--- src/rtl/core/rocmp_pkg.sv ---
`timescale 1ns / 1ps
// ----------------------------------------------------------------------------
// Rational order compare package
// Result codes shared by the result channel interface and the compare core.
// ----------------------------------------------------------------------------
package rocmp_pkg;

	typedef enum logic [1:0] {
		ORDER_LESS    = 2'd0,
		ORDER_EQUAL   = 2'd1,
		ORDER_GREATER = 2'd2
	} order_t;

endpackage

--- src/rtl/core/rocmp_if.sv ---
`timescale 1ns / 1ps
// ----------------------------------------------------------------------------
// Rational order compare channels
// Operand channel (two fractions) and result channel (order code),
// valid/ready handshake.
// ----------------------------------------------------------------------------
interface rocmp_in_if #(
	parameter int VALUE_WIDTH = 32
);
	logic                          valid;
	logic                          ready;
	logic signed [VALUE_WIDTH-1:0] left_num;
	logic        [VALUE_WIDTH-2:0] left_den;
	logic signed [VALUE_WIDTH-1:0] right_num;
	logic        [VALUE_WIDTH-2:0] right_den;

	modport source (
		output valid, left_num, left_den, right_num, right_den,
		input  ready
	);
	modport sink (
		input  valid, left_num, left_den, right_num, right_den,
		output ready
	);
endinterface

interface rocmp_out_if
	import rocmp_pkg::*;
();
	logic   valid;
	logic   ready;
	order_t order_code;

	modport source (
		output valid, order_code,
		input  ready
	);
	modport sink (
		input  valid, order_code,
		output ready
	);
endinterface

--- src/rtl/core/rational_order_compare_unit.sv ---
`timescale 1ns / 1ps
// ----------------------------------------------------------------------------
// Rational order compare unit
// Exact order of two fractions; zero denominators are signed infinities.
// ----------------------------------------------------------------------------
// Sequence: finite nonzero fractions of equal sign go through setup and run;
//   all other pairs go from idle straight to finish. Operands are accepted
//   only in idle, so a new pair waits until the last result is loaded. The
//   shared adder steps once per denominator bit to form |left_num|*right_den -
//   |right_num|*left_den; a held result stalls finish.
// Reset: asynchronous; sequencer returns to idle and the result register
//   is emptied.
// ----------------------------------------------------------------------------
module rational_order_compare_unit
	import rocmp_pkg::*;
#(
	parameter int VALUE_WIDTH = 32
) (
	input  logic         clk,
	input  logic         arst_n,
	rocmp_in_if.sink     operands,
	rocmp_out_if.source  result
);

	localparam int ACC_W = 2 * VALUE_WIDTH;
	localparam int CNT_W = $clog2(VALUE_WIDTH);
	localparam int DEN_W = VALUE_WIDTH - 1;

	typedef enum logic [1:0] {
		ST_IDLE,
		ST_SETUP,
		ST_RUN,
		ST_FINISH
	} state_t;

	state_t             state_q;
	logic [CNT_W-1:0]   cnt_q;
	logic               out_valid_q;
	order_t             out_code_q;
	logic               special_q;
	order_t             code_q;
	logic               neg_q;

	logic [VALUE_WIDTH-1:0] lm_q;
	logic signed [VALUE_WIDTH:0] nrm_q;
	logic signed [VALUE_WIDTH:0] diff_q;
	logic [DEN_W-1:0]       ld_q;
	logic [DEN_W-1:0]       rd_q;
	logic signed [ACC_W-1:0] acc_q;

	logic accept;
	logic out_free;
	logic l_neg, r_neg, l_zero, r_zero, ld_zero, rd_zero;
	logic [VALUE_WIDTH-1:0] l_mag, r_mag;
	logic signed [1:0] ls, rs, lv, rv, ca, cb;
	logic   special_d;
	order_t code_d;
	logic signed [ACC_W-1:0] add_a, add_b, add_sum;
	order_t acc_code, final_code;

	assign accept   = operands.valid && operands.ready;
	assign out_free = !out_valid_q || result.ready;

	assign operands.ready    = (state_q == ST_IDLE);
	assign result.valid      = out_valid_q;
	assign result.order_code = out_code_q;

	// operand split and special cases
	always_comb begin
		l_neg   = operands.left_num[VALUE_WIDTH-1];
		r_neg   = operands.right_num[VALUE_WIDTH-1];
		l_zero  = (operands.left_num == '0);
		r_zero  = (operands.right_num == '0);
		ld_zero = (operands.left_den == '0);
		rd_zero = (operands.right_den == '0);
		l_mag   = l_neg ? (~operands.left_num + 1'b1) : operands.left_num;
		r_mag   = r_neg ? (~operands.right_num + 1'b1) : operands.right_num;
		ls      = l_neg ? -2'sd1 : (l_zero ? 2'sd0 : 2'sd1);
		rs      = r_neg ? -2'sd1 : (r_zero ? 2'sd0 : 2'sd1);
		lv      = ld_zero ? (l_neg ? -2'sd1 : 2'sd1) : 2'sd0;
		rv      = rd_zero ? (r_neg ? -2'sd1 : 2'sd1) : 2'sd0;
		special_d = 1'b1;
		if (ld_zero || rd_zero) begin
			ca = lv;
			cb = rv;
		end else begin
			ca = ls;
			cb = rs;
			if (ls == rs && ls != 2'sd0) begin
				special_d = 1'b0;
			end
		end
		if (ca < cb) begin
			code_d = ORDER_LESS;
		end else if (ca > cb) begin
			code_d = ORDER_GREATER;
		end else begin
			code_d = ORDER_EQUAL;
		end
	end

	// shared adder
	always_comb begin
		if (state_q == ST_SETUP) begin
			add_a = ACC_W'(lm_q);
			add_b = ACC_W'(nrm_q);
		end else begin
			add_a = acc_q <<< 1;
			unique case ({rd_q[DEN_W-1], ld_q[DEN_W-1]})
				2'b10:   add_b = ACC_W'(lm_q);
				2'b01:   add_b = ACC_W'(nrm_q);
				2'b11:   add_b = ACC_W'(diff_q);
				default: add_b = '0;
			endcase
		end
		add_sum = add_a + add_b;
	end

	always_comb begin
		if (acc_q == '0) begin
			acc_code = ORDER_EQUAL;
		end else if (acc_q[ACC_W-1] ^ neg_q) begin
			acc_code = ORDER_LESS;
		end else begin
			acc_code = ORDER_GREATER;
		end
		final_code = special_q ? code_q : acc_code;
	end

	// sequencer and result register
	always_ff @(posedge clk or negedge arst_n) begin
		if (!arst_n) begin
			state_q     <= ST_IDLE;
			cnt_q       <= '0;
			out_valid_q <= 1'b0;
			out_code_q  <= ORDER_EQUAL;
		end else begin
			if (out_valid_q && result.ready && state_q != ST_FINISH) begin
				out_valid_q <= 1'b0;
			end
			unique case (state_q)
				ST_IDLE: begin
					if (accept) begin
						state_q <= special_d ? ST_FINISH : ST_SETUP;
					end
				end
				ST_SETUP: begin
					cnt_q   <= CNT_W'(VALUE_WIDTH - 2);
					state_q <= ST_RUN;
				end
				ST_RUN: begin
					if (cnt_q == '0) begin
						state_q <= ST_FINISH;
					end else begin
						cnt_q <= cnt_q - 1'b1;
					end
				end
				ST_FINISH: begin
					if (out_free) begin
						out_valid_q <= 1'b1;
						out_code_q  <= final_code;
						state_q     <= ST_IDLE;
					end
				end
				default: state_q <= ST_IDLE;
			endcase
		end
	end

	// datapath
	always_ff @(posedge clk) begin
		if (accept) begin
			special_q <= special_d;
			code_q    <= code_d;
			neg_q     <= l_neg;
			lm_q      <= l_mag;
			nrm_q     <= -$signed({1'b0, r_mag});
			ld_q      <= operands.left_den;
			rd_q      <= operands.right_den;
		end
		if (state_q == ST_SETUP) begin
			diff_q <= add_sum[VALUE_WIDTH:0];
			acc_q  <= '0;
		end
		if (state_q == ST_RUN) begin
			acc_q <= add_sum;
			ld_q  <= ld_q << 1;
			rd_q  <= rd_q << 1;
		end
	end

	a_result_from_finish: assert property (@(posedge clk) disable iff (!arst_n)
		$rose(out_valid_q) |-> $past(state_q == ST_FINISH))
		else $error("result register loaded outside finish");

	a_run_countdown: assert property (@(posedge clk) disable iff (!arst_n)
		(state_q == ST_RUN && cnt_q != '0) |=>
			(state_q == ST_RUN && cnt_q == $past(cnt_q) - 1'b1))
		else $error("iteration counter out of step");

	a_setup_enters_run: assert property (@(posedge clk) disable iff (!arst_n)
		(state_q == ST_SETUP) |=> (state_q == ST_RUN))
		else $error("setup did not start iterations");

	a_finish_waits: assert property (@(posedge clk) disable iff (!arst_n)
		(state_q == ST_FINISH && out_valid_q && !result.ready) |=>
			(state_q == ST_FINISH && out_valid_q))
		else $error("pending result overwritten");

endmodule

--- src/flat_wrapper.sv ---
// flat-port wrapper written by rule: the top's interface ports become plain ports
module rational_order_compare_unit_flat import rocmp_pkg::*;
#(
	parameter int VALUE_WIDTH = 32
)
  (clk, arst_n, operands_valid, operands_left_num, operands_left_den, operands_right_num, operands_right_den, operands_ready, result_valid, result_order_code, result_ready);
  rocmp_in_if #(.VALUE_WIDTH(VALUE_WIDTH)) operands_i ();
  rocmp_out_if result_i ();
  input  logic clk;
  input  logic arst_n;
  input wire logic [$bits(operands_i.valid)-1:0] operands_valid;
  input wire logic [$bits(operands_i.left_num)-1:0] operands_left_num;
  input wire logic [$bits(operands_i.left_den)-1:0] operands_left_den;
  input wire logic [$bits(operands_i.right_num)-1:0] operands_right_num;
  input wire logic [$bits(operands_i.right_den)-1:0] operands_right_den;
  output wire logic [$bits(operands_i.ready)-1:0] operands_ready;
  output wire logic [$bits(result_i.valid)-1:0] result_valid;
  output wire logic [$bits(result_i.order_code)-1:0] result_order_code;
  input wire logic [$bits(result_i.ready)-1:0] result_ready;
  assign operands_i.valid = operands_valid;
  assign operands_i.left_num = operands_left_num;
  assign operands_i.left_den = operands_left_den;
  assign operands_i.right_num = operands_right_num;
  assign operands_i.right_den = operands_right_den;
  assign operands_ready = operands_i.ready;
  assign result_valid = result_i.valid;
  assign result_order_code = result_i.order_code;
  assign result_i.ready = result_ready;
  rational_order_compare_unit #(.VALUE_WIDTH(VALUE_WIDTH)) u_core (.clk(clk), .arst_n(arst_n), .operands(operands_i), .result(result_i));
endmodule
--- config.mk ---
export PLATFORM = sky130hd
export DESIGN_NAME = rational_order_compare_unit_flat
export DESIGN_NICKNAME = d
export VERILOG_FILES = /design/src/rtl/core/rocmp_pkg.sv /design/src/rtl/core/rocmp_if.sv /design/src/rtl/core/rational_order_compare_unit.sv /design/src/flat_wrapper.sv
export SDC_FILE = /design/constraint.sdc
export NUM_CORES = 1
export LEC_CHECK = 0
export BUFFER_PORTS_ARGS = -buffer_cell sky130_fd_sc_hd__buf_2
export CAP_MARGIN = 20
export CORE_UTILIZATION = 61
export CTS_CLUSTER_SIZE = 14
export DETAILED_ROUTE_END_ITERATION = 10
export PLACE_DENSITY_LB_ADDON = 0.12
export SLEW_MARGIN = 10
export SYNTH_ARGS = -nofsm -noshare
export SYNTH_HDL_FRONTEND = slang
export SYNTH_SLANG_ARGS = --single-unit
--- constraint.sdc ---
create_clock -name clk -period 8.4 [get_ports clk]
set_clock_uncertainty 0.2 [all_clocks]
set_input_delay 0.84 -clock clk [delete_from_list [all_inputs] [get_ports clk]]
set_output_delay 0.84 -clock clk [all_outputs]
set_load 0.005 [all_outputs]
# After elaboration in Yosys (flattened, before gate mapping)
# Cells that the tools add are included.
# W data, S select, Z words.
[classes]
reduce_logical = 20
magnitude_cmp = 2
n_addsub = 5
n_eq_ne = 12
mux = 37
bitwise = 3
[ops]
columns = ["op", "count"]
rows = [
  ["$mux W64", 4],
  ["$pmux W64 S3", 1],
  ["$mux W31", 5],
  ["$add A32 B1 Y32 const B", 2],
  ["$add A64 B64 Y64", 1],
  ["$logic_not A32 Y1", 2],
  ["$logic_not A64 Y1", 1],
  ["$not A32 Y32", 2],
  ["$logic_not A31 Y1", 2],
  ["$neg A32 Y33", 1],
  ["$mux W2", 16],
  ["$mux W32", 1],
  ["$pmux W5 S2", 1],
  ["$eq A2 B2 Y1 const B", 4],
  ["$pmux W2 S4", 1],
  ["$mux W1", 7],
  ["$ne A2 B2 Y1 const B", 3],
  ["$reduce_bool A2 Y1", 3],
  ["$logic_not A5 Y1", 1],
  ["$mux W5", 1],
  ["$sub A5 B1 Y5 const B", 1],
  ["$eq A2 B1 Y1 const B", 2],
  ["$logic_and A1 B1 Y1", 4],
  ["$ne A2 B1 Y1 const B", 2],
  ["other kinds (9)", 11],
]
[totals]
wordCells = 95
input_bits = 130
out_inout_bits = 4
ff_bits = 238

# Logic depth before layout (Yosys ltp)
# Gate-level depths: netlist of the first run.
[logic_depth]
depth_word = 10
mapped_depth = 17
mapped_depth_nobuf = 16

# Worst setup path after synthesis of the first run
# Ideal clock, no wire load.
[synth_timing]
path_type = "reg2reg"
startpoint = "reg u_core.state_q[1]"
endpoint = "reg u_core.acc_q[47] (data pin)"
period_less_slack_ps = 6262
arrival_time_ps = 5807
t_required_ps = 7945
n_path_buf = 1
setup_slack_ps = 2138
setup_ps = 255
path_stages_with_launch = 15
cell_sequence = "dfrtp_1 -> inv_1 -> ha_1 -> nand2b_1 -> o21ai_0 -> ha_1 -> and2_1 -> clkbuf_1 -> a21o_1 -> a221o_1 -> nor4b_1 -> a21oi_1 -> a21boi_0 -> xnor2_1 -> and2_1"
[synth_via]
elab_chain_cells = 4
word_cells_on_any_way = 6
[synth_rtl]
columns = ["item", "line", "source"]
rows = [
  ["start, declared", "rational_order_compare_unit.sv:36", "state_t state_q;"],
  ["start signal, assigned", "rational_order_compare_unit.sv:144", "state_q <= special_d ? ST_FINISH : ST_SETUP;"],
  ["$eq A2 B1 Y1", "rational_order_compare_unit.sv:104", "if (state_q == ST_SETUP) begin"],
  ["$mux W64", "rational_order_compare_unit.sv:104", ""],
  ["$add A64 B64 Y64", "rational_order_compare_unit.sv:116", "add_sum = add_a + add_b;"],
  ["$mux W64 *", "rational_order_compare_unit.sv:185", "if (state_q == ST_RUN) begin"],
  ["end signal, assigned", "rational_order_compare_unit.sv:186", "acc_q <= add_sum;"],
  ["end, declared", "rational_order_compare_unit.sv:49", "logic signed [ACC_W-1:0] acc_q;"],
]
# Mark *: on every way between the ends. The rest lies on a longest branch, timed or not.
# A chain may end at the register's enable or synchronous reset.

# Final worst setup path of the first run
[layout_timing]
startpoint = "reg u_core.state_q[1]"
endpoint = "reg u_core.acc_q[61] (data pin)"
# The elaborated chain is that of the path after synthesis.

==> metrics list, run 1 <==
* Post-Syn Instances: ~1700
- Dividing the final minimum period by the clock period gives 68.0%.
- The biggest area contributor in the post-synthesis netlist is sky130_fd_sc_hd__edfxtp_1.
- ~130 I/O pins were placed.
* Worst Reg2Reg Path Length in Cells: 15
- For the worst-skew pair, the clock arrives at the later sink with an insertion delay of 0.55 ns.
- Number of global-route vias before repair: roughly 13000
- Across the VDD grid, the largest voltage drop is around 0.35 mV.
- Hold-critical path endpoint: u_core.ld_q[0]$_SDFFE_PP0P_
- Post-detail-place hpwl: around 29000 um
* Number of buffers created by CTS: 27
* Clock-pin transition on the worst setup and hold timing paths: about 0.06 ns
- The critical path in this run is classified as reg2reg.
* Count of instances resized after the clock tree is built: 0
- For this configuration, the core starts out at a cell density of a little over three fifths.
* Via count of the routed design: 13300
- In this run the number of H-tree levels came out at 1.
- Clock Tree Root: sky130_fd_sc_hd__clkbuf_16
* Clock tree sinks: 238
* Highest fanout seen on the critical path: 46
- Chip width: 166 um
- Setup repair after global routing left no endpoint under its margin.
- At the worst endpoint, the required time is 8.49 ns.
- Synth Area per Inst: about 9.6 sq um
- The layout has approximately 2000 filler cells.
- Leak: between 7 and 8 nW
- In this run the power density over the cells is 461 nW/um^2.
* Area after DPL: ~17000 sq um
- After synthesis, flip-flops and latches occupy a little over two fifths of the total area.
- Leading post-synthesis cells by cell area: sky130_fd_sc_hd__edfxtp_1 41%, sky130_fd_sc_hd__nand2_1 5.9%, sky130_fd_sc_hd__ha_1 5.6%
- Summed area of non-filler cells in the final layout: approximately 18000 sq um
* Weighted congestion at the end of routability-driven global placement: ~0.96
- After synthesis the cells add up to 16400 sq um.
* Maximum number of pins on one net before global-route repair: about 110
* Layout-stage area growth over the synthesis result: 11.0%
- Count of placed standard cells including taps: about 2100
- Worst-margin pin slew: 1.02 ns
- Derived from the worst setup path, the maximum achievable clock frequency is around 0.17 GHz.
- DRT iter0 DRCs: between 1000 and 1500
- In this design, the stage delay of the slowest critical-path cell is roughly 0.74 ns.
- Setup total negative slack on the finished layout was measured at 0 ns.
- The slowest stage of the critical path is the sky130_fd_sc_hd__a2111oi_0 cell.
- The startpoint identified for the worst hold timing path is u_core.ld_q[0]$_SDFFE_PP0P_.
- The startpoint identified for the worst register-to-register timing path is u_core.state_q[1]$_DFFE_PN0P_.
* Worst setup SP type: flip-flop
- Walking the worst path, the cells encountered are inv_1 > ha_4 > buf_4 > buf_4 > mux2_2 > ha_1 > nand2_1 > nor2_1 > nand3_1 > or3_1 > o21bai_1 > a2111oi_0 > nor3_1 > o31ai_1 > mux2i_1.
- Across all register-to-register paths, the minimum setup slack is roughly 2.7 ns.
* Final routed DRC violation total: 0
- Data on the critical path arrives at its endpoint at ~5.8 ns.
* Antenna Nets Post-Route: 0
- Yosys printed 0 warnings.
- Counting flops with a built-in enable in the synthesized netlist gives 226.
- GRT Resource Usage Total: 29.3%
- Number of cell rows: just under 60
- Number of maximum-capacitance violations: 0
- The routed design has 40200 um of wire.
- Dividing the detail-routed via count by the number of cells gives between 6 and 7.
- Total count of hold-check failures in the final report: 0
- In the final routed layout, each cell accounts on average for approximately 19 um.
- For this run the aggregate overflow at the end of global routing stands at 0.
- When the netlist entered floorplanning its net count stood at 1923.
* Post-synth cell types: 79
- For this run, the post-layout net count is ~2000.
- The flow ran to the end, and the final reports show no timing, DRC or antenna violations.
- Setup violations remaining at the end of the flow were counted as 0.
- Pre-Repair DR Iteration Count: 5
* Share of the synthesized area in the top cell type: between 40% and 50%
- The first global-routing pass estimated between 60000 and 70000 um of wire.
- Buffers placed on the I/O ports in this run total 133.
- The floorplan step defined a die boundary enclosing 27600 sq um.
- Minimum period implied by the final worst setup slack: 5.72 ns
* Worst min path class: reg2reg
- Die extent in y: ~170 um
- Reg2Reg Capture Point: u_core.acc_q[61]$_SDFFCE_PN0P_
* Max-slew violation count: 0
- The count of cells in the finished layout, fillers not included, comes to about 2200.
* Maximum clock path buffer count: 3
- The number of antenna violations at the first check in global routing came to 4.
* Most frequent CP cell: sky130_fd_sc_hd__buf_4
- Summing all multi-input logic gate instances after layout gives between 8000 and 9000 sq um.
- Cells with a size suffix above 1 make up about 14% of the layout.
* Number of synthesized register bits: about 240
* Max-slew headroom at the worst pin: roughly 32%
* Share of synthesized flip-flops with an asynchronous set or reset: between 4 and 5%
* Primary FF master, synth: sky130_fd_sc_hd__edfxtp_1
- Core area: around 26000 sq um
- Kind of capture point of the worst setup path: flip-flop
- Summing all flip-flop and latch instances after layout gives 7080 sq um.
* Clock tree from TritonCTS: yes
* Cell count of the worst hold path: 2
==> placed cells by master, fill, tap and decap left out, types with 24 or more instances in the layout <==
master,n
sky130_fd_sc_hd__mux2_2,32
sky130_fd_sc_hd__ha_1,71
sky130_fd_sc_hd__nand2b_1,24
sky130_fd_sc_hd__a21o_1,38
sky130_fd_sc_hd__and2_1,59
sky130_fd_sc_hd__o21ai_0,157
sky130_fd_sc_hd__inv_1,34
sky130_fd_sc_hd__nand4_1,29
sky130_fd_sc_hd__nor4_1,37
sky130_fd_sc_hd__edfxtp_1,226
sky130_fd_sc_hd__clkbuf_16,27
sky130_fd_sc_hd__nand3_1,34
sky130_fd_sc_hd__xnor2_1,91
sky130_fd_sc_hd__a21oi_1,89
sky130_fd_sc_hd__buf_2,133
sky130_fd_sc_hd__mux2i_1,46
sky130_fd_sc_hd__nor2_1,56
sky130_fd_sc_hd__nor2b_1,42
sky130_fd_sc_hd__nor3_1,24
sky130_fd_sc_hd__xor2_1,49
sky130_fd_sc_hd__nand2_1,259
==> layout make-up <==
cell class	count	share of cell area [%]
diodes	2	0.0275
clock buffers	28	3.73
clock inverters	21	1.42
inverters	35	0.735
multi-input cells	1350	48.7
flip-flops and latches	238	38.9
well taps	335	2.30
repair buffers	147	4.26
==> per-layer routing <==
layer | routed length [um] | vias to the layer above | GRT usage, %
met1 | 18500 | 6310 | 42.2
met4 | 886 | 4 | 7.35
li1 | - | 6475 | -
met5 | 24 | - | 0
met2 | 18200 | 436 | 46.5
met3 | 2580 | 60 | 4.27
==> flip-flops by register name, summed over array words and instances, names as in the netlist <==
name and cells:
u_core.acc_q 64, u_core.cnt_q 5, u_core.code_q 2, u_core.diff_q 33, u_core.ld_q 31, u_core.lm_q 32
u_core.neg_q 1, u_core.nrm_q 33, u_core.rd_q 31, u_core.result.order_code 2, u_core.result.valid 1, u_core.special_q 1
u_core.state_q 2
==> worst max-delay path, delay by kind of cell, from the launching register on <==
family	cells	cell delay (ns)
AND/OR/NAND/NOR	5	1.09
adder cells (fa/ha/maj)	2	0.81
flip-flops	1	0.42
AO/OA/AOI/OAI	3	1.27
buffers and inverters	3	1.11
multiplexers	2	0.51
==> power breakdown <==
part	total, W	switching [W]	leakage [nW]	internal (W)
Sequential	0.00246	0.000241	2.33	0.00222
Combinational	0.00468	0.00295	4.26	0.00174
Clock	0.00125	0.000501	0.453	0.000746
Total	0.00839	0.00369	7.04	0.00470
==> Yosys cell counts (4+ instances only) <==
| master | count |
|---|---|
| sky130_fd_sc_hd__xor2_1 | 49 |
| sky130_fd_sc_hd__o41ai_1 | 10 |
| sky130_fd_sc_hd__and2_1 | 59 |
| sky130_fd_sc_hd__nand2_1 | 259 |
| sky130_fd_sc_hd__nand3_1 | 34 |
| sky130_fd_sc_hd__nor3_1 | 24 |
| sky130_fd_sc_hd__buf_1 | 10 |
| sky130_fd_sc_hd__mux2i_1 | 46 |
| sky130_fd_sc_hd__nor4_1 | 37 |
| sky130_fd_sc_hd__and3_1 | 8 |
| sky130_fd_sc_hd__o21a_1 | 7 |
| sky130_fd_sc_hd__dfrtp_1 | 9 |
| sky130_fd_sc_hd__nand4b_1 | 4 |
| sky130_fd_sc_hd__a21oi_1 | 89 |
| sky130_fd_sc_hd__o211ai_1 | 11 |
| sky130_fd_sc_hd__or4_1 | 9 |
| sky130_fd_sc_hd__a31oi_1 | 7 |
| sky130_fd_sc_hd__edfxtp_1 | 226 |
| sky130_fd_sc_hd__a21o_1 | 38 |
| sky130_fd_sc_hd__clkbuf_1 | 80 |
| sky130_fd_sc_hd__nand4_1 | 29 |
| sky130_fd_sc_hd__o21bai_1 | 12 |
| sky130_fd_sc_hd__a2111oi_0 | 4 |
| sky130_fd_sc_hd__or2_2 | 11 |
| sky130_fd_sc_hd__o31ai_1 | 21 |
| sky130_fd_sc_hd__or4_4 | 4 |
| sky130_fd_sc_hd__ha_1 | 74 |
| sky130_fd_sc_hd__or3_1 | 20 |
| sky130_fd_sc_hd__nor2_1 | 56 |
| sky130_fd_sc_hd__inv_1 | 34 |
| sky130_fd_sc_hd__o21ai_0 | 158 |
| sky130_fd_sc_hd__a21boi_0 | 6 |
| sky130_fd_sc_hd__xnor2_1 | 91 |
| sky130_fd_sc_hd__mux2_2 | 32 |
| sky130_fd_sc_hd__nand3b_1 | 6 |
| sky130_fd_sc_hd__nand2b_1 | 25 |
| sky130_fd_sc_hd__nor2b_1 | 42 |
| sky130_fd_sc_hd__a211oi_1 | 12 |
==> metrics by stage <==
stage / setup slack, ns / hold slack, ns / power [W] / utilization (%)
2_1_floorplan: 2.14 / 0.237 / 0.00591 / -
6_report: 2.68 / 0.260 / 0.00839 / 69.5
5_1_grt: 2.30 / 0.288 / 0.00897 / 69.5
3_5_place_dp: 2.61 / 0.251 / 0.00704 / 65.8
3_3_place_gp: 2.80 / 0.248 / 0.00695 / 65.8
4_1_cts: 2.59 / 0.260 / 0.00832 / 69.4
==> worst max-delay path by stage <==
| stage | from | endpoint | cells past startpoint |
|---|---|---|---|
| 4_1_cts | u_core.state_q[1]$_DFFE_PN0P_ | u_core.acc_q[61]$_SDFFCE_PN0P_ | 15 |
| 2_1_floorplan | u_core.state_q[1]$_DFFE_PN0P_ | u_core.acc_q[47]$_SDFFCE_PN0P_ | 14 |
| 6_report | u_core.state_q[1]$_DFFE_PN0P_ | u_core.acc_q[61]$_SDFFCE_PN0P_ | 15 |
| 5_1_grt | u_core.state_q[1]$_DFFE_PN0P_ | u_core.acc_q[61]$_SDFFCE_PN0P_ | 15 |
| 3_3_place_gp | u_core.state_q[1]$_DFFE_PN0P_ | u_core.acc_q[61]$_SDFFCE_PN0P_ | 15 |
| 3_5_place_dp | u_core.state_q[1]$_DFFE_PN0P_ | u_core.acc_q[61]$_SDFFCE_PN0P_ | 15 |
==> cells by family after synthesis <==
| logic type | synth area share (%) |
|---|---|
| simple gates | 19.6 |
| flops | 43.1 |
| xor+xnor | 7.47 |
| mux | 5.00 |
| fa+ha+maj | 5.88 |
| compound gates | 15.9 |
| buf+inv | 3.09 |
==> what timing repair did <==
action                                 4_1_cts  5_1_grt
setup buffers                                0        0
endpoints found under the hold margin        9        0
hold buffers                                 1        0
No activity file was read; power rests on OpenSTA's default activity.
==> run 2: changes to the inputs <==
--- a/config.mk
+++ b/config.mk
@@ -5,9 +5,10 @@
 export SDC_FILE = /design/constraint.sdc
 export NUM_CORES = 1
 export LEC_CHECK = 0
+export ABC_AREA = 1
 export BUFFER_PORTS_ARGS = -buffer_cell sky130_fd_sc_hd__buf_2
 export CAP_MARGIN = 20
-export CORE_UTILIZATION = 61
+export CORE_UTILIZATION = 62
 export CTS_CLUSTER_SIZE = 14
 export DETAILED_ROUTE_END_ITERATION = 10
 export PLACE_DENSITY_LB_ADDON = 0.12
==> constraint.sdc (replaced) <==
create_clock -name clk -period 5.6 [get_ports clk]
set_clock_uncertainty 0.2 [all_clocks]
set_input_delay 0.56 -clock clk [delete_from_list [all_inputs] [get_ports clk]]
set_output_delay 0.56 -clock clk [all_outputs]
set_load 0.005 [all_outputs]
==> run 2 against run 1 <==
  * Worst hold slack got worse by 0.24 ns
  * Fmax increased by 35%
  * Utilization increased by 0.33 points
  * Final cell count increased by 44%
  * Global-route usage increased by 6.3 points
  * Register-to-register slack got worse by 1.3 ns
  * Sequential share of layout area decreased by 3.6 points
  * Synthesized cell count increased by 50%
  * Wire length increased by 34%
  * Worst setup slack got worse by 1.3 ns
  * Clock power increased by 45%
  * Critical path type unchanged
==> metrics list, run 2 <==
* Reg-to-reg slack, setup: 1.38 ns
- The biggest area contributor in the post-synthesis netlist is sky130_fd_sc_hd__edfxtp_1.
- On the worst path, the slowest cell contributes a delay of 0.45 ns.
* Seq pwr share: a little over a quarter
- The initial utilization of the core area, before any placement, comes to 63.0%.
- In this run the number of H-tree levels came out at 1.
- Worst Setup EP: u_core.acc_q[57]$_SDFFCE_PN0P_
- Post-route clock period utilization: approximately three quarters
- For the pin with the worst max-slew slack, the measured transition is around 1.1 ns.
- Clock-pin transition on the worst setup and hold timing paths: around 0.060 ns
* Leading post-synthesis cells by cell area: sky130_fd_sc_hd__edfxtp_1 37%, sky130_fd_sc_hd__nand2_1 15%, sky130_fd_sc_hd__nor2_1 8.8%
* Ports placed on the boundary: around 130
* Clock tree from TritonCTS: yes
- The worst setup path is launched from a flip-flop.
* Count of synthesis-stage warnings from yosys: 0
* GRT Residual Overflow: 0
* Worst hold-check slack: between 0.02 and 0.025 ns
* Post-Syn Instances: around 2600
- Power after layout: 0.0141 W
- For this design the ratio of total power to cell area is 703 nW/um^2.
- Antenna Nets Post-Route: 0
* Antenna violations before repair: 5
- The library cell used most frequently in the layout, excluding fill and tap cells, is sky130_fd_sc_hd__nand2_1.
- Most frequent cell after synthesis: sky130_fd_sc_hd__nand2_1
- In the final layout, the share of cells above drive strength 1 is under 10%.
* Fill count: 2367
- The worst setup path is of the reg2reg kind.
- Number of global-route vias before repair: between 15000 and 20000
* CP max stage cell: sky130_fd_sc_hd__buf_4
- Number of flip-flops in the largest register: 64
* Kind of capture point of the worst setup path: flip-flop
- Sw Share: roughly 51%
- Minimum period implied by the final worst setup slack: about 4.2 ns
- Number of synthesized register bits: 238
- Of the total power, the clock network draws 12.8%.
- Fraction of the yosys area taken by sequential cells: a little under 40%
- In the final layout, the registers with the most flip-flops are u_core.acc_q x64, u_core.diff_q x33, u_core.nrm_q x33.
- The first TritonRoute pass finished after 6 iterations.
- Among all flip-flop cells after synthesis, the most frequent one is sky130_fd_sc_hd__edfxtp_1.
* Unrepaired setup endpoints after global routing: no
* Maximum achievable frequency: 0.237 GHz
* Via count of the routed design: 17700
- Cells fill a little over two thirds of the core in the end.
- Share of synthesized flip-flops with an asynchronous set or reset: between 4 and 5%
- Setup-failing EPs final: 0
- Area of the mapped netlist: roughly 18000 sq um
- Count of instances resized after the clock tree is built: 0
- Cell internal power was estimated by the tool at 0.00691 W.
- Number of cell rows: 62
- Chip width: 173 um
- Clock tree sinks: 238
- STA puts the critical path data required time at around 5.7 ns.
- Counting cells, the worst reg-to-reg path comes to 17.
- Once placement completed, the tool counted placed cells totaling 3040.
- The detailed router finished its first iteration with roughly 1700 violations.
* Post-detail-place hpwl: 41600 um
- The tool flagged a number of max-cap violations equal to 0.
- Maximum number of pins on one net before global-route repair: roughly 140
- Measured along the y axis, the die boundary spans roughly 170 um.
- In this run the clock root is driven by a sky130_fd_sc_hd__clkbuf_16.
- Wires add up to roughly 54000 um.
- Global routing consumed, over all layers together, between 30% and 40% of the routing resources.
- Post-cts hold buffer count: 1
* Most frequent cells in the layout: 711 x sky130_fd_sc_hd__nand2_1, 425 x sky130_fd_sc_hd__nor2_1, 359 x sky130_fd_sc_hd__inv_1
* Maximum clock path buffer count: 3
* Max-slew violation count: 0
- Synth Area per Inst: roughly 7 sq um
* Arrival @ worst endpoint: 4.34 ns
- The number of nets in the synthesized netlist is about 2800.
- Traced cell by cell, the critical path runs through inv_1 > ha_4 > clkinv_1 > buf_4 > nand3_1 > nand2_1 > buf_4 > ha_1 > a21oi_1 > a21boi_0 > o21ai_0 > a21oi_1 > nor2_1 > nor2_1 > nand3_1 > nand2_1 > nor2_1.
- Top post-synthesis cells by count: 712 x sky130_fd_sc_hd__nand2_1, 426 x sky130_fd_sc_hd__nor2_1, 361 x sky130_fd_sc_hd__inv_1
* Worst min path class: in2reg
- In the final routed layout, each cell accounts on average for approximately 17 um.
* Weighted congestion at the end of routability-driven global placement: between 1 and 1.5
- Filler-free cell count of the finished design: between 3000 and 4000
- Counting stages on the worst path, the most repeated cell is sky130_fd_sc_hd__nor2_1.
* Run status: finished, final reports clean
* Share of the synthesized area in the top cell type: between 30 and 40%
- Total negative setup slack: 0 ns
* Portion of total power attributed to combinational logic: a little over 60%
* Layout-stage area growth over the synthesis result: 10.8%
- IR Drop Worst-Case VDD: around 0.4 mV
* Number of port buffers: approximately 130
- Hold Startpoint: operands_right_num[0]
- The number of hold violations in the final report is 0.
- Number of enable flip-flop cells after synthesis: 226
- In the routed design, unresolved DRC markers number 0.
- Highest fanout seen on the critical path: between 50 and 60
- The first global-routing pass estimated around 85000 um of wire.
- Headroom to the max-slew limit came out at slightly below 30%.
* Routed vias/inst: approximately 5.7
* Final #Nets: 2891
- Start of the worst register-to-register path: u_core.state_q[1]$_DFFE_PN0P_
* Register ranked first by flip-flop count: u_core.acc_q
* Leak: ~9.0 nW
- Die footprint: approximately 30000 sq um
- Clock tree synthesis inserted a total of 26 buffers.
* Post-synth cell types: 51
- Once the clock tree was built, the setup fixing pass inserted 0 buffers.
- Launch point of the worst path: u_core.state_q[1]$_DFFE_PN0P_
- Core area: between 20000 and 30000 sq um
- Counting instances, the worst hold path has a depth of 1.
* Clk Latency, worst-skew pair: 0.56 ns
* Reg2Reg Capture Point: u_core.acc_q[57]$_SDFFCE_PN0P_
* Sw Pwr: 0.00721 W
-- run 2: worst min path at each step --
stage                                                         end  slack (ns)
after detailed placement            u_core.result.valid$_DFF_PN0_        0.24
after global placement    u_core.result.order_code[1]$_DFFE_PN0P_        0.23
after global routing                    u_core.nrm_q[0]$_DFFE_PP_        0.03
after floorplan                       u_core.cnt_q[0]$_DFFE_PN0P_        0.06
final                                   u_core.nrm_q[0]$_DFFE_PP_        0.02
after CTS                               u_core.nrm_q[0]$_DFFE_PP_        0.01
-- run 2: area by class of cell --
| cell class | count | area (sq um) | area share, % |
|---|---|---|---|
| tap | 384 | 480 | 2.39 |
| multi-input combinational | 1901 | 9450 | 47.0 |
| sequential | 238 | 7080 | 35.2 |
| clock buffer | 36 | 728 | 3.62 |
| clock inverter | 12 | 164 | 0.816 |
| inverter | 369 | 1390 | 6.90 |
| timing repair buffer | 149 | 801 | 3.98 |
| antenna | 5 | 12.5 | 0.0623 |
-- run 2: worst max-delay path, delay by kind of cell, from the launching register on --
| family | cells | cell delay (ns) |
|---|---|---|
| flops | 1 | 0.41 |
| compound gates | 4 | 0.97 |
| fa+ha+maj | 2 | 0.56 |
| simple gates | 7 | 0.79 |
| buf+inv | 4 | 1.00 |
-- run 2: stage by stage --
step	cell area, sq um	setup WS, ns
floorplan	18100	1.05
CTS	20100	1.48
global route	20100	1.11
detailed placement	19200	1.49
global placement	19200	1.60
finish	20100	1.38
-- run 2: routing by layer --
layer | up-vias | wire, um | GRT usage, % | part of all wire [%]
met3 | 109 | 5220 | 5.67 | 9.7
met4 | 2 | 1480 | 9.88 | 2.7
li1 | 8585 | - | - | -
met2 | 863 | 24900 | 58.7 | 46
met5 | - | 8 | 0 | 0.015
met1 | 8120 | 22400 | 48.7 | 42
-- run 2: logic make-up (layout without fill, tap and decap cells) --
family	after synthesis	after routing	share of synthesized area, %
AND/OR/NAND/NOR	1383	1383	31.4
other	0	5	0
XOR/XNOR	81	81	3.95
AO/OA/AOI/OAI	361	361	11.2
buffers and inverters	431	566	9.08
flip-flops	238	238	39.0
adder cells (fa/ha/maj)	76	76	5.33
-- run 2: power groups by stage --
| stage | logic (W) | registers [W] | clock network (W) |
|---|---|---|---|
| CTS | 0.00838 | 0.00371 | 0.00181 |
| detailed placement | 0.00831 | 0.00372 | 0 |
| global route | 0.00945 | 0.00377 | 0.00186 |
| floorplan | 0.00590 | 0.00359 | 0 |
| finish | 0.00859 | 0.00373 | 0.00181 |
| global placement | 0.00813 | 0.00370 | 0 |
==> run 3: changes to the inputs <==
--- a/config.mk
+++ b/config.mk
@@ -8,7 +8,7 @@
 export ABC_AREA = 1
 export BUFFER_PORTS_ARGS = -buffer_cell sky130_fd_sc_hd__buf_2
 export CAP_MARGIN = 20
-export CORE_UTILIZATION = 62
+export CORE_UTILIZATION = 56
 export CTS_CLUSTER_SIZE = 14
 export DETAILED_ROUTE_END_ITERATION = 10
 export PLACE_DENSITY_LB_ADDON = 0.12
==> constraint.sdc (replaced) <==
create_clock -name clk -period 3.8 [get_ports clk]
set_clock_uncertainty 0.2 [all_clocks]
set_input_delay 0.38 -clock clk [delete_from_list [all_inputs] [get_ports clk]]
set_output_delay 0.38 -clock clk [all_outputs]
set_load 0.005 [all_outputs]
==> run 3 against run 2 <==
  * Critical path depth did not move
  * Via count grew 2.4%
  * Utilization decreased by 2.5 points
  * Clock power up 37%
  * Wire length rose by 4.6%
  * Global-route usage down 2.0 points
  * Non-clock buffer count up 137
  * Die area up 11%
  * Design area grew 6.3%
  * Flip-flop and latch count unchanged
  * Critical path type unchanged
  * Highest routed layer unchanged
==> metrics list, run 3 (synthesized netlist as in run 2, its figures left out) <==
* Run status: finished, final reports clean
- By instance count, the cell type seen most on the critical path is sky130_fd_sc_hd__nor2_1.
- CTS placed an instance of sky130_fd_sc_hd__clkbuf_16 at the clock tree root.
- The worst hold path begins at operands_right_den[25].
- Setup-failing EPs final: 0
* Number of port buffers: 133
- In this run the critical register-to-register path is captured at u_core.acc_q[60]$_SDFFCE_PN0P_.
- Data on the critical path is required at its endpoint by about 4 ns.
* Number of buffers created by CTS: 27
* Worst setup SP type: flip-flop
- In this run the core area contains 65 standard-cell rows.
- The number of antenna violations at the first check in global routing was 2.
- Final #Nets: between 3000 and 4000
* Leak: ~9.7 nW
- The library cell used most frequently in the layout, excluding fill and tap cells, is sky130_fd_sc_hd__nand2_1.
* Number of flip-flops in the largest register: 64
- DRT iter0 DRCs: around 1600
- Of the available clock period, the critical path in the final layout requires between 90 and 100%.
- Among all stages on the critical path, the largest delay is contributed by sky130_fd_sc_hd__dfrtp_1.
- Global routing used between 30 and 40% of the available tracks across all layers.
* Die footprint: between 30000 and 40000 sq um
* Total count of hold-check failures in the final report: 0
- Across the run, the number of max-cap violations was 0.
- Detailed placement ended at an HPWL of between 40000 and 50000 um.
- For the pin with the worst max-slew slack, the measured transition is 0.772 ns.
- Clk Latency, worst-skew pair: between 0.5 and 0.6 ns
- Worst Reg2Reg Path Length in Cells: 17
- Post-Route Utilization: 67.3%
* Arrival @ worst endpoint: 3.75 ns
* Die extent in y: 182 um
- Max-slew headroom at the worst pin: between 40% and 50%
- Maximum achievable frequency: approximately 0.28 GHz
- Total negative setup slack: 0 ns
* Core area: roughly 32000 sq um
- Layout-stage area growth over the synthesis result: 17.7%
- Maximum clock path buffer count: 3
* Summed area of non-filler cells in the final layout: 21400 sq um
- Across the VDD grid, the largest voltage drop is around 0.65 mV.
* Global-route wire length before repair: 87500 um
* Antenna Nets Post-Route: 0
* Reg-to-reg slack, setup: approximately 0.18 ns
- Clock tree from TritonCTS: yes
- Pre-Repair DR Iteration Count: 6
- Number of H-tree branching levels: 1
* Clock-pin transition on the worst setup and hold timing paths: approximately 0.060 ns
* Fill count: between 2000 and 3000
* Max-slew violation count: 0
* Minimum period implied by the final worst setup slack: ~3.6 ns
- Leaving out fill and tap cells, the most frequent cells in the layout are 708 x sky130_fd_sc_hd__nand2_1, 423 x sky130_fd_sc_hd__nor2_1, 359 x sky130_fd_sc_hd__inv_1.
- Final routed DRC violation total: 0
- Cell count of the worst hold path: 3
- Once layout is complete, the cells apart from fillers number roughly 3200.
* Pwr per Cell Area: 1030 nW/um^2
- Worst min path class: in2reg
- After detailed placement, the total cell area comes to 19900 sq um.
- Of all nets on the critical path, the largest fanout is 52.
- Start of the worst register-to-register path: u_core.state_q[1]$_DFFE_PN0P_
- On the worst path, the slowest cell contributes a delay of around 0.38 ns.
- The critical path in this run is classified as reg2reg.
- Routed vias/inst: between 5 and 6
- Routed wire per std cell: approximately 17 um
- Register ranked first by flip-flop count: u_core.acc_q
* Via count of the routed design: 18100
- Weighted congestion at the end of routability-driven global placement: around 1.0
- Once placement completed, the tool counted placed cells totaling 3137.
- Clock tree sinks: approximately 240
- The number of global-route vias before repair came to approximately 17000.
* Share of post-route cells with drive strength above 1: ~12%
* Ports placed on the boundary: about 130
- After detailed routing, the total wire length is between 50000 and 60000 um.
- The total overflow left after global routing is 0.
- From left edge to right edge, the die measures roughly 180 um.
* Maximum number of pins on one net before global-route repair: 105
- Ordered list of cells on the worst path: inv_1 > ha_4 > buf_4 > clkbuf_16 > o21ai_0 > ha_1 > nand2_1 > nor2_1 > inv_1 > nor2_1 > inv_1 > nor2_1 > nor2_1 > nand2_1 > nand4_1 > a21oi_1 > nor2_1
- STA classifies the critical path endpoint as a flip-flop.
* Hold-critical path endpoint: u_core.rd_q[25]$_DFFE_PP_
- Initial core utilization: 57.2%
- Power after layout: roughly 0.022 W
- Top Registers: u_core.acc_q x64, u_core.diff_q x33, u_core.nrm_q x33
-- run 3: cell types whose count changed in the layout (fill, tap and decap cells not counted), sizes merged --
cell	before	now
clkinv	8	13
dlygate4sd3	1	56
inv	368	369
clkinvlp	2	4
bufinv	3	1
clkbuf	36	31
diode	5	1
buf	148	228
-- run 3: area by class of cell --
cell class / instances / area (sq um) / area share [%]
Sequential cell: 238 / 7080 / 33.1
Multi-Input combinational cell: 1901 / 9470 / 44.4
Clock buffer: 29 / 683 / 3.20
Inverter: 369 / 1390 / 6.50
Antenna cell: 1 / 2.50 / 0.0117
Timing Repair Buffer: 286 / 2100 / 9.82
Clock inverter: 18 / 130 / 0.609
Tap cell: 402 / 503 / 2.36
-- run 3: routing by layer --
metal	part of all wire, %	GRT usage [%]	wire length [um]
met5	0.023	0	13
met1	43	46.0	24300
met3	8.2	4.93	4650
met4	2.8	8.30	1560
met2	46	55.8	25900
-- run 3: worst max-delay path by stage --
| stage | from | end | slack [ns] | cells after the start |
|---|---|---|---|---|
| detailed placement | u_core.state_q[1]$_DFFE_PN0P_ | u_core.acc_q[57]$_SDFFCE_PN0P_ | 0.12 | 15 |
| CTS | u_core.state_q[1]$_DFFE_PN0P_ | u_core.acc_q[25]$_SDFFCE_PN0P_ | 0.13 | 15 |
| global route | u_core.state_q[1]$_DFFE_PN0P_ | u_core.acc_q[57]$_SDFFCE_PN0P_ | -0.004 | 16 |
| finish | u_core.state_q[1]$_DFFE_PN0P_ | u_core.acc_q[60]$_SDFFCE_PN0P_ | 0.18 | 17 |
| global placement | u_core.state_q[1]$_DFFE_PN0P_ | u_core.acc_q[57]$_SDFFCE_PN0P_ | 0.20 | 15 |
| floorplan | u_core.state_q[1]$_DFFE_PN0P_ | u_core.acc_q[29]$_SDFFCE_PN0P_ | 0.004 | 17 |
-- run 3: worst max-delay path, delay by kind of cell, from the launching register on --
family	cells	cell delay [ns]
AOI/OAI and AO/OA	2	0.31
adders and majority gates	2	0.52
buffers and inverters	5	0.84
DFF	1	0.38
and+or+nand+nor	8	1.10
-- run 3: power breakdown --
part | internal, W | switching (W)
Sequential | 0.00493 | 0.000519
Combinational | 0.00476 | 0.00927
Clock | 0.00136 | 0.00111
Total | 0.0110 | 0.0109
-- run 3: metrics by stage --
step	hold slack [ns]	setup WS, ns
floorplan	-0.116	0.00379
global placement	0.0547	0.199
detailed placement	0.0634	0.116
CTS	0.00219	0.128
global route	0.0199	-0.00364
finish	0.0139	0.179
-- run 3: timing repair --
item | in CTS | in global routing
hold buffers | 56 | 0
setup buffers | 0 | 1
hold endpoints to repair | 65 | 0
setup endpoints to repair | 0 | 38
resized for setup | 0 | 11
